## src/rtl/core/u8shift_pkg.sv

```systemverilog
// Package for the UTF-8 to shift-symbol encoder.
// Holds the queue entry type, symbol constants and the token lookup functions.
// No dependencies.
package u8shift_pkg;

   localparam int SYMBOL_W    = 6;
   localparam int BYTE_W      = 8;
   localparam int COUNT_W     = 8;
   localparam int QUEUE_DEPTH = 2;
   localparam int QUEUE_PTR_W = $clog2(QUEUE_DEPTH);
   localparam int QUEUE_CNT_W = QUEUE_PTR_W + 1;

   localparam logic [SYMBOL_W-1:0] SHIFT_SYMBOL = 6'd63;
   localparam logic [SYMBOL_W-1:0] REPLACE_CODE = 6'd17;
   localparam logic [COUNT_W-1:0]  MAX_SYMBOLS_RESET = 8'd127;

   typedef struct packed {
      logic [SYMBOL_W-1:0] sym0;
      logic [SYMBOL_W-1:0] sym1;
      logic                two;
      logic                too_long;
      logic                eot;
   } entry_type;

   typedef struct packed {
      logic                two;
      logic [SYMBOL_W-1:0] code;
   } single_enc_type;

   function automatic logic [2:0] lead_length(input logic [BYTE_W-1:0] b);
      logic [2:0] len;
      len = 3'd1;
      if ((b & 8'h80) == 8'h00) begin
         len = 3'd1;
      end else if ((b & 8'hE0) == 8'hC0) begin
         len = 3'd2;
      end else if ((b & 8'hF0) == 8'hE0) begin
         len = 3'd3;
      end else if ((b & 8'hF8) == 8'hF0) begin
         len = 3'd4;
      end
      return len;
   endfunction

   function automatic single_enc_type encode_single(input logic [BYTE_W-1:0] b);
      single_enc_type r;
      r.two  = 1'b0;
      r.code = '0;
      if (b == 8'h20) begin
         r.code = 6'd0;
      end else if (b >= 8'h61 && b <= 8'h7A) begin
         r.code = SYMBOL_W'(b - 8'h60);
      end else if (b >= 8'h30 && b <= 8'h39) begin
         r.code = SYMBOL_W'(b - 8'd21);
      end else if (b >= 8'h41 && b <= 8'h5A) begin
         r.code = SYMBOL_W'(b - 8'd28);
      end else begin
         r.two = 1'b1;
         case (b)
            8'h0A: r.code = 6'd0;
            8'h2E: r.code = 6'd15;
            8'h2C: r.code = 6'd16;
            8'h3F: r.code = 6'd17;
            8'h21: r.code = 6'd18;
            8'h3A: r.code = 6'd19;
            8'h3B: r.code = 6'd20;
            8'h27: r.code = 6'd21;
            8'h22: r.code = 6'd22;
            8'h2D: r.code = 6'd23;
            8'h5F: r.code = 6'd24;
            8'h2F: r.code = 6'd25;
            8'h5C: r.code = 6'd26;
            8'h2B: r.code = 6'd27;
            8'h3D: r.code = 6'd28;
            8'h2A: r.code = 6'd29;
            8'h25: r.code = 6'd30;
            8'h26: r.code = 6'd31;
            8'h23: r.code = 6'd32;
            8'h40: r.code = 6'd33;
            8'h24: r.code = 6'd34;
            8'h3C: r.code = 6'd35;
            8'h3E: r.code = 6'd36;
            8'h28: r.code = 6'd37;
            8'h29: r.code = 6'd38;
            8'h5B: r.code = 6'd39;
            8'h5D: r.code = 6'd40;
            8'h7B: r.code = 6'd41;
            8'h7D: r.code = 6'd42;
            8'h7C: r.code = 6'd43;
            8'h60: r.code = 6'd57;
            8'h7E: r.code = 6'd58;
            8'h5E: r.code = 6'd59;
            default: r.code = REPLACE_CODE;
         endcase
      end
      return r;
   endfunction

   function automatic logic [SYMBOL_W-1:0] pair_code(input logic [BYTE_W-1:0] lead,
                                                     input logic [BYTE_W-1:0] trail);
      logic [SYMBOL_W-1:0] c;
      c = REPLACE_CODE;
      if (lead == 8'hC2 && trail == 8'hB0) begin
         c = 6'd60;
      end else if (lead == 8'hC3) begin
         case (trail)
            8'hA1: c = 6'd1;
            8'hA0: c = 6'd2;
            8'hA2: c = 6'd3;
            8'hA3: c = 6'd4;
            8'hA9: c = 6'd5;
            8'hAA: c = 6'd6;
            8'hAD: c = 6'd7;
            8'hB3: c = 6'd8;
            8'hB4: c = 6'd9;
            8'hB5: c = 6'd10;
            8'hBA: c = 6'd11;
            8'hBC: c = 6'd12;
            8'hA7: c = 6'd13;
            8'hB1: c = 6'd14;
            8'h81: c = 6'd44;
            8'h82: c = 6'd45;
            8'h83: c = 6'd46;
            8'h89: c = 6'd47;
            8'h8A: c = 6'd48;
            8'h8D: c = 6'd49;
            8'h93: c = 6'd50;
            8'h94: c = 6'd51;
            8'h95: c = 6'd52;
            8'h9A: c = 6'd53;
            8'h9C: c = 6'd54;
            8'h87: c = 6'd55;
            8'h91: c = 6'd56;
            default: c = REPLACE_CODE;
         endcase
      end
      return c;
   endfunction

endpackage

```

## src/rtl/core/u8shift_front.sv

```systemverilog
// Front end of the UTF-8 to shift-symbol encoder: accepts bytes, tracks the
// open token and the message length, and pushes encoded tokens to the queue.
// Depends on u8shift_pkg.
module u8shift_front (
   input  logic                                clock,
   input  logic                                reset,
   input  logic                                csr_valid,
   output logic                                csr_ready,
   input  logic [u8shift_pkg::COUNT_W-1:0]     csr_max_symbols,
   input  logic                                req_valid,
   input  logic                                req_ready,
   input  logic [u8shift_pkg::BYTE_W-1:0]      req_data_byte,
   input  logic                                req_end_of_text,
   output logic                                push,
   output u8shift_pkg::entry_type              push_entry
);

   logic [u8shift_pkg::COUNT_W-1:0] max_symbols_ff, max_symbols_in;
   logic [1:0]                      pending_ff, pending_in;
   logic [u8shift_pkg::BYTE_W-1:0]  lead_ff, lead_in;
   logic [2:0]                      size_ff, size_in;
   logic [u8shift_pkg::COUNT_W-1:0] sent_ff, sent_in;
   logic                            dropping_ff, dropping_in;

   logic                             accept;
   logic                             emit;
   logic                             two;
   logic [u8shift_pkg::SYMBOL_W-1:0] s0, s1;
   logic [2:0]                       len;
   logic [1:0]                       pend_dec;
   logic [u8shift_pkg::COUNT_W:0]    total;
   u8shift_pkg::single_enc_type      single;

   assign csr_ready = 1'b1;
   assign accept    = req_valid && req_ready;
   assign len       = u8shift_pkg::lead_length(req_data_byte);
   assign single    = u8shift_pkg::encode_single(req_data_byte);
   assign pend_dec  = pending_ff - 2'd1;

   always_comb begin
      max_symbols_in = max_symbols_ff;
      pending_in     = pending_ff;
      lead_in        = lead_ff;
      size_in        = size_ff;
      sent_in        = sent_ff;
      dropping_in    = dropping_ff;
      emit           = 1'b0;
      two            = 1'b1;
      s0             = u8shift_pkg::SHIFT_SYMBOL;
      s1             = u8shift_pkg::REPLACE_CODE;
      push           = 1'b0;
      push_entry     = '0;
      total          = '0;

      if (csr_valid && csr_ready) begin
         max_symbols_in = csr_max_symbols;
      end

      if (accept) begin
         if (dropping_ff) begin
            if (req_end_of_text) begin
               sent_in     = '0;
               dropping_in = 1'b0;
            end
         end else if (pending_ff == 2'd0) begin
            if (len == 3'd1) begin
               emit = 1'b1;
               if (!single.two) begin
                  two = 1'b0;
                  s0  = single.code;
               end else begin
                  s1 = single.code;
               end
            end else if (req_end_of_text) begin
               emit = 1'b1;
            end else begin
               lead_in    = req_data_byte;
               size_in    = len;
               pending_in = 2'(len - 3'd1);
            end
         end else begin
            if (size_ff == 3'd2) begin
               emit = 1'b1;
               s1   = u8shift_pkg::pair_code(lead_ff, req_data_byte);
            end else if (pend_dec == 2'd0 || req_end_of_text) begin
               emit = 1'b1;
            end else begin
               pending_in = pend_dec;
            end
         end

         if (emit) begin
            pending_in = '0;
            lead_in    = '0;
            size_in    = '0;
            push       = 1'b1;
            total      = {1'b0, sent_ff} + (two ? 9'd2 : 9'd1);
            if (total > {1'b0, max_symbols_ff}) begin
               push_entry.too_long = 1'b1;
               push_entry.eot      = 1'b1;
               sent_in             = '0;
               dropping_in         = !req_end_of_text;
            end else begin
               push_entry.sym0 = s0;
               push_entry.sym1 = s1;
               push_entry.two  = two;
               push_entry.eot  = req_end_of_text;
               sent_in         = req_end_of_text ? '0 : total[u8shift_pkg::COUNT_W-1:0];
            end
         end
      end
   end

   always_ff @(posedge clock) begin
      if (reset) begin
         max_symbols_ff <= u8shift_pkg::MAX_SYMBOLS_RESET;
         pending_ff     <= '0;
         lead_ff        <= '0;
         size_ff        <= '0;
         sent_ff        <= '0;
         dropping_ff    <= 1'b0;
      end else begin
         max_symbols_ff <= max_symbols_in;
         pending_ff     <= pending_in;
         lead_ff        <= lead_in;
         size_ff        <= size_in;
         sent_ff        <= sent_in;
         dropping_ff    <= dropping_in;
      end
   end

   a_drop_no_token: assert property (@(posedge clock) disable iff (reset)
      dropping_ff |-> pending_ff == 2'd0 && sent_ff == '0)
      else $error("token open while dropping");

   a_drop_no_push: assert property (@(posedge clock) disable iff (reset)
      dropping_ff && !(req_valid && req_ready && req_end_of_text) |=> dropping_ff)
      else $error("drop mode left before message end");

   a_overflow_enters_drop: assert property (@(posedge clock) disable iff (reset)
      push && push_entry.too_long && !req_end_of_text |=> dropping_ff)
      else $error("overflow did not start drop mode");

endmodule

```

## src/rtl/core/u8shift_queue.sv

```systemverilog
// Two-entry queue between the front end and the symbol emitter.
// Depends on u8shift_pkg.
module u8shift_queue (
   input  logic                   clock,
   input  logic                   reset,
   input  logic                   push,
   input  u8shift_pkg::entry_type push_entry,
   output logic                   full,
   input  logic                   pop,
   output logic                   not_empty,
   output u8shift_pkg::entry_type head
);

   u8shift_pkg::entry_type                 slot_ff [u8shift_pkg::QUEUE_DEPTH];
   logic [u8shift_pkg::QUEUE_PTR_W-1:0]    wr_ptr_ff, wr_ptr_in;
   logic [u8shift_pkg::QUEUE_PTR_W-1:0]    rd_ptr_ff, rd_ptr_in;
   logic [u8shift_pkg::QUEUE_CNT_W-1:0]    count_ff, count_in;
   logic                                   do_push, do_pop;

   assign full      = count_ff == u8shift_pkg::QUEUE_CNT_W'(u8shift_pkg::QUEUE_DEPTH);
   assign not_empty = count_ff != '0;
   assign head      = slot_ff[rd_ptr_ff];
   assign do_push   = push && !full;
   assign do_pop    = pop && not_empty;

   always_comb begin
      wr_ptr_in = do_push ? wr_ptr_ff + 1'b1 : wr_ptr_ff;
      rd_ptr_in = do_pop ? rd_ptr_ff + 1'b1 : rd_ptr_ff;
      count_in  = count_ff;
      if (do_push && !do_pop) begin
         count_in = count_ff + 1'b1;
      end else if (do_pop && !do_push) begin
         count_in = count_ff - 1'b1;
      end
   end

   always_ff @(posedge clock) begin
      if (reset) begin
         wr_ptr_ff <= '0;
         rd_ptr_ff <= '0;
         count_ff  <= '0;
      end else begin
         wr_ptr_ff <= wr_ptr_in;
         rd_ptr_ff <= rd_ptr_in;
         count_ff  <= count_in;
      end
   end

   always_ff @(posedge clock) begin
      if (do_push) begin
         slot_ff[wr_ptr_ff] <= push_entry;
      end
   end

endmodule

```

## src/rtl/core/u8shift_back.sv

```systemverilog
// Symbol emitter: pops encoded tokens and presents one symbol per transaction
// from a registered output stage. Depends on u8shift_pkg.
module u8shift_back (
   input  logic                             clock,
   input  logic                             reset,
   input  logic                             not_empty,
   input  u8shift_pkg::entry_type           head,
   output logic                             pop,
   output logic                             rsp_valid,
   input  logic                             rsp_ready,
   output logic [u8shift_pkg::SYMBOL_W-1:0] rsp_symbol,
   output logic                             rsp_run_last,
   output logic                             rsp_message_end,
   output logic                             rsp_too_long
);

   logic                             valid_ff, valid_in;
   logic [u8shift_pkg::SYMBOL_W-1:0] symbol_ff, symbol_in;
   logic                             run_last_ff, run_last_in;
   logic                             msg_end_ff, msg_end_in;
   logic                             too_long_ff, too_long_in;
   logic                             second_ff, second_in;
   logic [u8shift_pkg::SYMBOL_W-1:0] second_sym_ff, second_sym_in;
   logic                             second_eot_ff, second_eot_in;
   logic                             load;

   assign load = !valid_ff || rsp_ready;

   always_comb begin
      valid_in      = valid_ff;
      symbol_in     = symbol_ff;
      run_last_in   = run_last_ff;
      msg_end_in    = msg_end_ff;
      too_long_in   = too_long_ff;
      second_in     = second_ff;
      second_sym_in = second_sym_ff;
      second_eot_in = second_eot_ff;
      pop           = 1'b0;
      if (load) begin
         if (second_ff) begin
            valid_in    = 1'b1;
            symbol_in   = second_sym_ff;
            run_last_in = 1'b1;
            msg_end_in  = second_eot_ff;
            too_long_in = 1'b0;
            second_in   = 1'b0;
         end else if (not_empty) begin
            pop         = 1'b1;
            valid_in    = 1'b1;
            too_long_in = head.too_long;
            if (head.too_long) begin
               symbol_in   = '0;
               run_last_in = 1'b1;
               msg_end_in  = 1'b1;
            end else if (head.two) begin
               symbol_in     = head.sym0;
               run_last_in   = 1'b0;
               msg_end_in    = 1'b0;
               second_in     = 1'b1;
               second_sym_in = head.sym1;
               second_eot_in = head.eot;
            end else begin
               symbol_in   = head.sym0;
               run_last_in = 1'b1;
               msg_end_in  = head.eot;
            end
         end else begin
            valid_in = 1'b0;
         end
      end
   end

   always_ff @(posedge clock) begin
      if (reset) begin
         valid_ff  <= 1'b0;
         second_ff <= 1'b0;
      end else begin
         valid_ff  <= valid_in;
         second_ff <= second_in;
      end
   end

   always_ff @(posedge clock) begin
      symbol_ff     <= symbol_in;
      run_last_ff   <= run_last_in;
      msg_end_ff    <= msg_end_in;
      too_long_ff   <= too_long_in;
      second_sym_ff <= second_sym_in;
      second_eot_ff <= second_eot_in;
   end

   assign rsp_valid       = valid_ff;
   assign rsp_symbol      = symbol_ff;
   assign rsp_run_last    = run_last_ff;
   assign rsp_message_end = msg_end_ff;
   assign rsp_too_long    = too_long_ff;

   a_overflow_shape: assert property (@(posedge clock) disable iff (reset)
      valid_ff && too_long_ff |-> symbol_ff == '0 && run_last_ff && msg_end_ff)
      else $error("malformed overflow transaction");

   a_second_behind_first: assert property (@(posedge clock) disable iff (reset)
      second_ff |-> valid_ff && !run_last_ff && symbol_ff == u8shift_pkg::SHIFT_SYMBOL)
      else $error("second symbol pending without shift symbol shown");

   a_end_is_last: assert property (@(posedge clock) disable iff (reset)
      valid_ff && msg_end_ff |-> run_last_ff)
      else $error("message end on a non-final symbol");

endmodule

```

## src/rtl/core/utf8_text_to_shift_symbols_top.sv

```systemverilog
// Top level of the UTF-8 to shift-symbol encoder.
// Instantiates u8shift_front, u8shift_queue and u8shift_back; uses u8shift_pkg.
//
// Usage:
//   req_*  : one UTF-8 byte per transaction, req_end_of_text on the last byte
//            of a message. Bytes are taken while the two-entry token queue has
//            room, so a byte can follow in the next cycle.
//   rsp_*  : one six-bit symbol per transaction. A token gives one or two
//            symbols (shift symbol 63, then a code); rsp_run_last marks the
//            final symbol of a token, rsp_message_end the final one of a
//            message. An overflow past max_symbols gives one transaction with
//            rsp_too_long set and drops the rest of the message.
//   csr_*  : writes max_symbols (reset 127); always ready, write only while idle.
// The first symbol of a token is registered in a queue slot and then in the output register.
// Throughput: one symbol per cycle at the output register while rsp_ready is high, so a
//   token that maps to two symbols holds the emitter for both; the symbol emitter sets this rate.
// Reset clears all message state and the queue; no symbol is pending.
// When rsp_ready is low, the output register holds, the queue fills, and then
//   req_ready drops until the emitter drains an entry.
module utf8_text_to_shift_symbols_top (
   input  logic                             clock,
   input  logic                             reset,
   input  logic                             csr_valid,
   output logic                             csr_ready,
   input  logic [u8shift_pkg::COUNT_W-1:0]  csr_max_symbols,
   input  logic                             req_valid,
   output logic                             req_ready,
   input  logic [u8shift_pkg::BYTE_W-1:0]   req_data_byte,
   input  logic                             req_end_of_text,
   output logic                             rsp_valid,
   input  logic                             rsp_ready,
   output logic [u8shift_pkg::SYMBOL_W-1:0] rsp_symbol,
   output logic                             rsp_run_last,
   output logic                             rsp_message_end,
   output logic                             rsp_too_long
);

   logic                   push, pop, full, not_empty;
   u8shift_pkg::entry_type push_entry, head;

   assign req_ready = !full;

   u8shift_front u_front (
      .clock           (clock),
      .reset           (reset),
      .csr_valid       (csr_valid),
      .csr_ready       (csr_ready),
      .csr_max_symbols (csr_max_symbols),
      .req_valid       (req_valid),
      .req_ready       (req_ready),
      .req_data_byte   (req_data_byte),
      .req_end_of_text (req_end_of_text),
      .push            (push),
      .push_entry      (push_entry)
   );

   u8shift_queue u_queue (
      .clock      (clock),
      .reset      (reset),
      .push       (push),
      .push_entry (push_entry),
      .full       (full),
      .pop        (pop),
      .not_empty  (not_empty),
      .head       (head)
   );

   u8shift_back u_back (
      .clock           (clock),
      .reset           (reset),
      .not_empty       (not_empty),
      .head            (head),
      .pop             (pop),
      .rsp_valid       (rsp_valid),
      .rsp_ready       (rsp_ready),
      .rsp_symbol      (rsp_symbol),
      .rsp_run_last    (rsp_run_last),
      .rsp_message_end (rsp_message_end),
      .rsp_too_long    (rsp_too_long)
   );

endmodule
```

## config.mk

```make
export PLATFORM = sky130hd
export DESIGN_NAME = utf8_text_to_shift_symbols_top
export DESIGN_NICKNAME = d
export VERILOG_FILES = /design/src/rtl/core/u8shift_pkg.sv /design/src/rtl/core/u8shift_front.sv /design/src/rtl/core/u8shift_queue.sv /design/src/rtl/core/u8shift_back.sv /design/src/rtl/core/utf8_text_to_shift_symbols_top.sv
export SDC_FILE = /design/constraint.sdc
export NUM_CORES = 1
export LEC_CHECK = 0
export BUFFER_PORTS_ARGS = -buffer_cell sky130_fd_sc_hd__clkbuf_2
export CAP_MARGIN = 20
export CORE_MARGIN = 2
export CORE_UTILIZATION = 39
export DETAILED_ROUTE_END_ITERATION = 6
export PLACE_DENSITY = 0.62
export SLEW_MARGIN = 15
export SYNTH_ARGS = -nofsm -noshare
export SYNTH_HDL_FRONTEND = slang
export SYNTH_SLANG_ARGS = --single-unit
```

## constraint.sdc

```tcl
create_clock -name clock -period 6.64 [get_ports clock]
set_clock_uncertainty 0.1 [all_clocks]
set_input_delay 0.996 -clock clock [delete_from_list [all_inputs] [get_ports clock]]
set_output_delay 0.996 -clock clock [all_outputs]
set_load 0.01 [all_outputs]
```

==> run metrics <==
Post-synth EDFFs 46; share of layout cells above drive strength 1 16.2%; synthesis-stage register bit count 83; final core utilization 44.5%; post-synth net total 608; mux contribution to synthesized area 4.27%; post-cts sizing count 0; Post-Synth Adder-Cell Area 6.14%; Hold Startpoint u_front.sent_ff[0]$_SDFFE_PP0P_; r2r worst-path depth 17; largest net degree at the start of global routing 29; Post-Place Cells 745; fmax 0.165 GHz; Final Max Tran Viols 0; Comb pwr share 23.2%; initial core utilization 39.7%; GP Congestion 1.01; Fill cells 1,263; die height 120 um; Setup TNS 0 ps; Yosys cell types 86; Worst VDD drop 0.108 mV; unrepaired setup endpoints after global routing false; final hold violation count 0; port bufs 32; grt met2 use 27.6%; clock sinks 83; Synth Area in Compound Gates 24.0%; Routed wire per std cell 16.7 um; worst-margin pin slew 735 ps; Layout Nets 627; CP Launch Type input pin; reg2reg setup slack 2080 ps; sw frac 28.9%; pwr/cell area 274 mW/mm^2; RR Startpoint u_front.pending_ff[1]$_SDFFE_PP0P_; Main synth FF type edfxtp_1; Worst Setup Path Type input pin to flop; Final Cycle Share 91.2%; NetSw 0.463 mW; H-tree depth 3; postcts setup bufs 0; final WL 12.7 mm; sequential fraction of the synthesis area 40.7%; vias per cell 5.74; Synth Cell Area 0.00522 mm^2; Syn Inst Count 561; FP Rows 42; share of async-settable or async-resettable flops after synthesis 0%; first-pass iteration count of the detailed router 5; synthesized area per cell 9.30 um^2; DRC 0; Sequential Power Share 44.0%; Multi-input gate area 0.00281 mm^2; CP Max Fanout 18; CTS root buffer clkbuf_16; synth warn 0; WHS Endpoint u_front.sent_ff[0]$_SDFFE_PP0P_; DIE AREA 0.0143 mm^2; initial antenna violation count 0; later-pin clock latency in the skew report 330 ps; met1 Use GR 25.0%; Worst Path Arrival 6120 ps; reg2reg end u_queue.slot_ff[1][10]$_DFFE_PP_; I/O Pins 34; CTS buffer count 9; critical path required time 6710 ps; hold buffer count at CTS 0; Max Cap Viol 0; first-pass GRT wire length 20.7 mm; outcome completed; clk slew on worst S/H paths 60 ps; met3 GRT Util 3.09%; global route overflow 0; vias in the first global route 4,141; Hold Path Depth 2; Clock power frac 32.8%; Finished Layout Cells 761; largest family of logic cells by synthesized area compound AO/OA/AOI/OAI gates; Post-Synth XOR/XNOR Area 1.17%; initial DRC count 503; Final Cell Area 0.00585 mm^2; post-route minimum period 6060 ps; # diodes 0; P_int 1.14 mW; post-synthesis simple-gate area fraction 18.2%; CTS tree built; Min-Delay Path Class flop to flop; Leak 2.25 nW; Final HPWL DP 9.27 mm; gr busiest metal met2; via count 4,370; core area 0.0131 mm^2; GR Util All Layers 18.2%; FF+latch area 0.00212 mm^2; area grow syn2layout 12.0%; ANT nets after route 0; clk buf depth 2; Die Width 120 um; Worst setup EP type flop; area post-placement 0.00553 mm^2; # setup viols final 0; max_slew headroom 50.9%
## cells in the final DEF, fill, tap and decap left out, types with 10 or more instances in the layout
cell type and n:
mux2_2 10, buf_4 15, inv_1 26, ha_1 24, o21ai_0 24, nor2_1 32
dfxtp_1 37, a31oi_1 11, mux2i_1 11, a22o_1 14, o211ai_1 17, nand2_1 57
a21oi_1 45, clkbuf_2 32, edfxtp_1 46, nor2b_1 13
## cells in the mapped netlist, types with 3 or more instances
| library cell | n | area, um^2 |
|---|---|---|
| nand2_1 | 57 | 214 |
| edfxtp_1 | 46 | 1380 |
| a21oi_1 | 45 | 225 |
| dfxtp_1 | 37 | 741 |
| nor2_1 | 32 | 120 |
| inv_1 | 26 | 97.6 |
| ha_1 | 24 | 300 |
| o21ai_0 | 24 | 120 |
| clkbuf_1 | 20 | 75.1 |
| o211ai_1 | 17 | 128 |
| a22o_1 | 14 | 123 |
| nor2b_1 | 13 | 81.3 |
| buf_2 | 12 | 60.1 |
| a31oi_1 | 11 | 68.8 |
| mux2i_1 | 11 | 110 |
| mux2_2 | 10 | 113 |
| nand4_1 | 9 | 56.3 |
| nor3_1 | 9 | 45.0 |
| a21o_1 | 8 | 60.1 |
| o31ai_1 | 8 | 60.1 |
| nand2b_1 | 7 | 43.8 |
| nand3_1 | 7 | 35.0 |
| nand3b_1 | 7 | 52.6 |
| or2_2 | 6 | 37.5 |
| and2_1 | 5 | 31.3 |
| a221oi_1 | 4 | 35.0 |
| and3_1 | 4 | 25.0 |
| nor3b_1 | 4 | 30.0 |
| o22ai_1 | 4 | 25.0 |
| xor2_1 | 4 | 35.0 |
| buf_4 | 3 | 22.5 |
| nand4b_1 | 3 | 26.3 |
| o21a_1 | 3 | 22.5 |
| o32ai_1 | 3 | 26.3 |
| xnor2_1 | 3 | 26.3 |
## registers in the layout, indices dropped and copies added (netlist names), 2 cells and up, named ones only
register                cells
u_front.size_ff             3
u_back.second_sym_ff        6
u_front.lead_ff             8
u_front.pending_ff          2
u_back.rsp_symbol           6
u_front.sent_ff             8
u_queue.count_ff            2
u_queue.slot_ff            30
u_front.max_symbols_ff      8
## power groups by stage
stage / sequential [mW] / combinational, mW / clock (mW)
2_1_floorplan: 0.714 / 0.264 / 0
3_3_place_gp: 0.715 / 0.365 / 0
3_5_place_dp: 0.720 / 0.370 / 0
4_1_cts: 0.708 / 0.373 / 0.542
5_1_grt: 0.716 / 0.415 / 0.566
6_report: 0.706 / 0.372 / 0.526
## per-layer routing
| metal | wire (um) | up-vias |
|---|---|---|
| li1 | - | 2124 |
| met1 | 6020 | 2035 |
| met2 | 5620 | 179 |
| met3 | 655 | 32 |
| met4 | 401 | 0 |
| met5 | 0 | - |
## cell type report
cell class,count,area share [%]
clock inverters,6,1.50
clock buffers,10,3.92
inverters,28,1.80
multi-input cells,411,48.1
flip-flops and latches,83,36.3
repair buffers,47,4.67
well taps,176,3.77
## critical path: stages
cell      delay [ps]
clkbuf_2         200
inv_1            200
ha_1             600
nand2_1          230
o211a_1          350
a21boi_4         270
a311oi_2         160
buf_4            200
fa_1             460
nor2b_1          180
nand4_1          170
or2_2            320
nand2_1           70
ha_1             250
a211oi_1         270
o211ai_1         130
a31oi_1          220
o22a_1           340
nand2_2          240
o22ai_1          250
## cell families (layout without fill, tap and decap cells)
kind of cell | Yosys count | after routing
AOI/OAI and AO/OA | 177 | 177
xor gates and xnor gates | 7 | 7
adders and majority gates | 25 | 25
buffers and inverters | 67 | 91
DFF | 83 | 83
muxes | 21 | 21
other | 1 | 1
and+or+nand+nor | 180 | 180
## through the flow
| step | setup slack [ps] | total power, mW | hold slack (ps) |
|---|---|---|---|
| after floorplan | 683 | 0.977 | 332 |
| final | 585 | 1.60 | 370 |
| after global placement | 534 | 1.08 | 355 |
| after detailed placement | 284 | 1.09 | 360 |
| after global routing | 189 | 1.70 | 389 |
| after CTS | 676 | 1.62 | 377 |
## worst max-delay path by stage
stage / depth (start not counted) / slack [ps] / end / from
floorplan: 23 / 680 / u_queue.slot_ff[0][11]$_DFFE_PP_ / req_data_byte[2]
global placement: 21 / 530 / u_queue.slot_ff[0][3]$_DFFE_PP_ / req_data_byte[1]
detailed placement: 20 / 280 / u_queue.slot_ff[1][10]$_DFFE_PP_ / req_data_byte[1]
CTS: 20 / 680 / u_queue.slot_ff[1][10]$_DFFE_PP_ / req_data_byte[1]
global route: 20 / 190 / u_queue.slot_ff[0][3]$_DFFE_PP_ / req_data_byte[1]
finish: 20 / 580 / u_queue.slot_ff[1][10]$_DFFE_PP_ / req_data_byte[1]
Note: power is estimated with default switching activity, not from simulation.
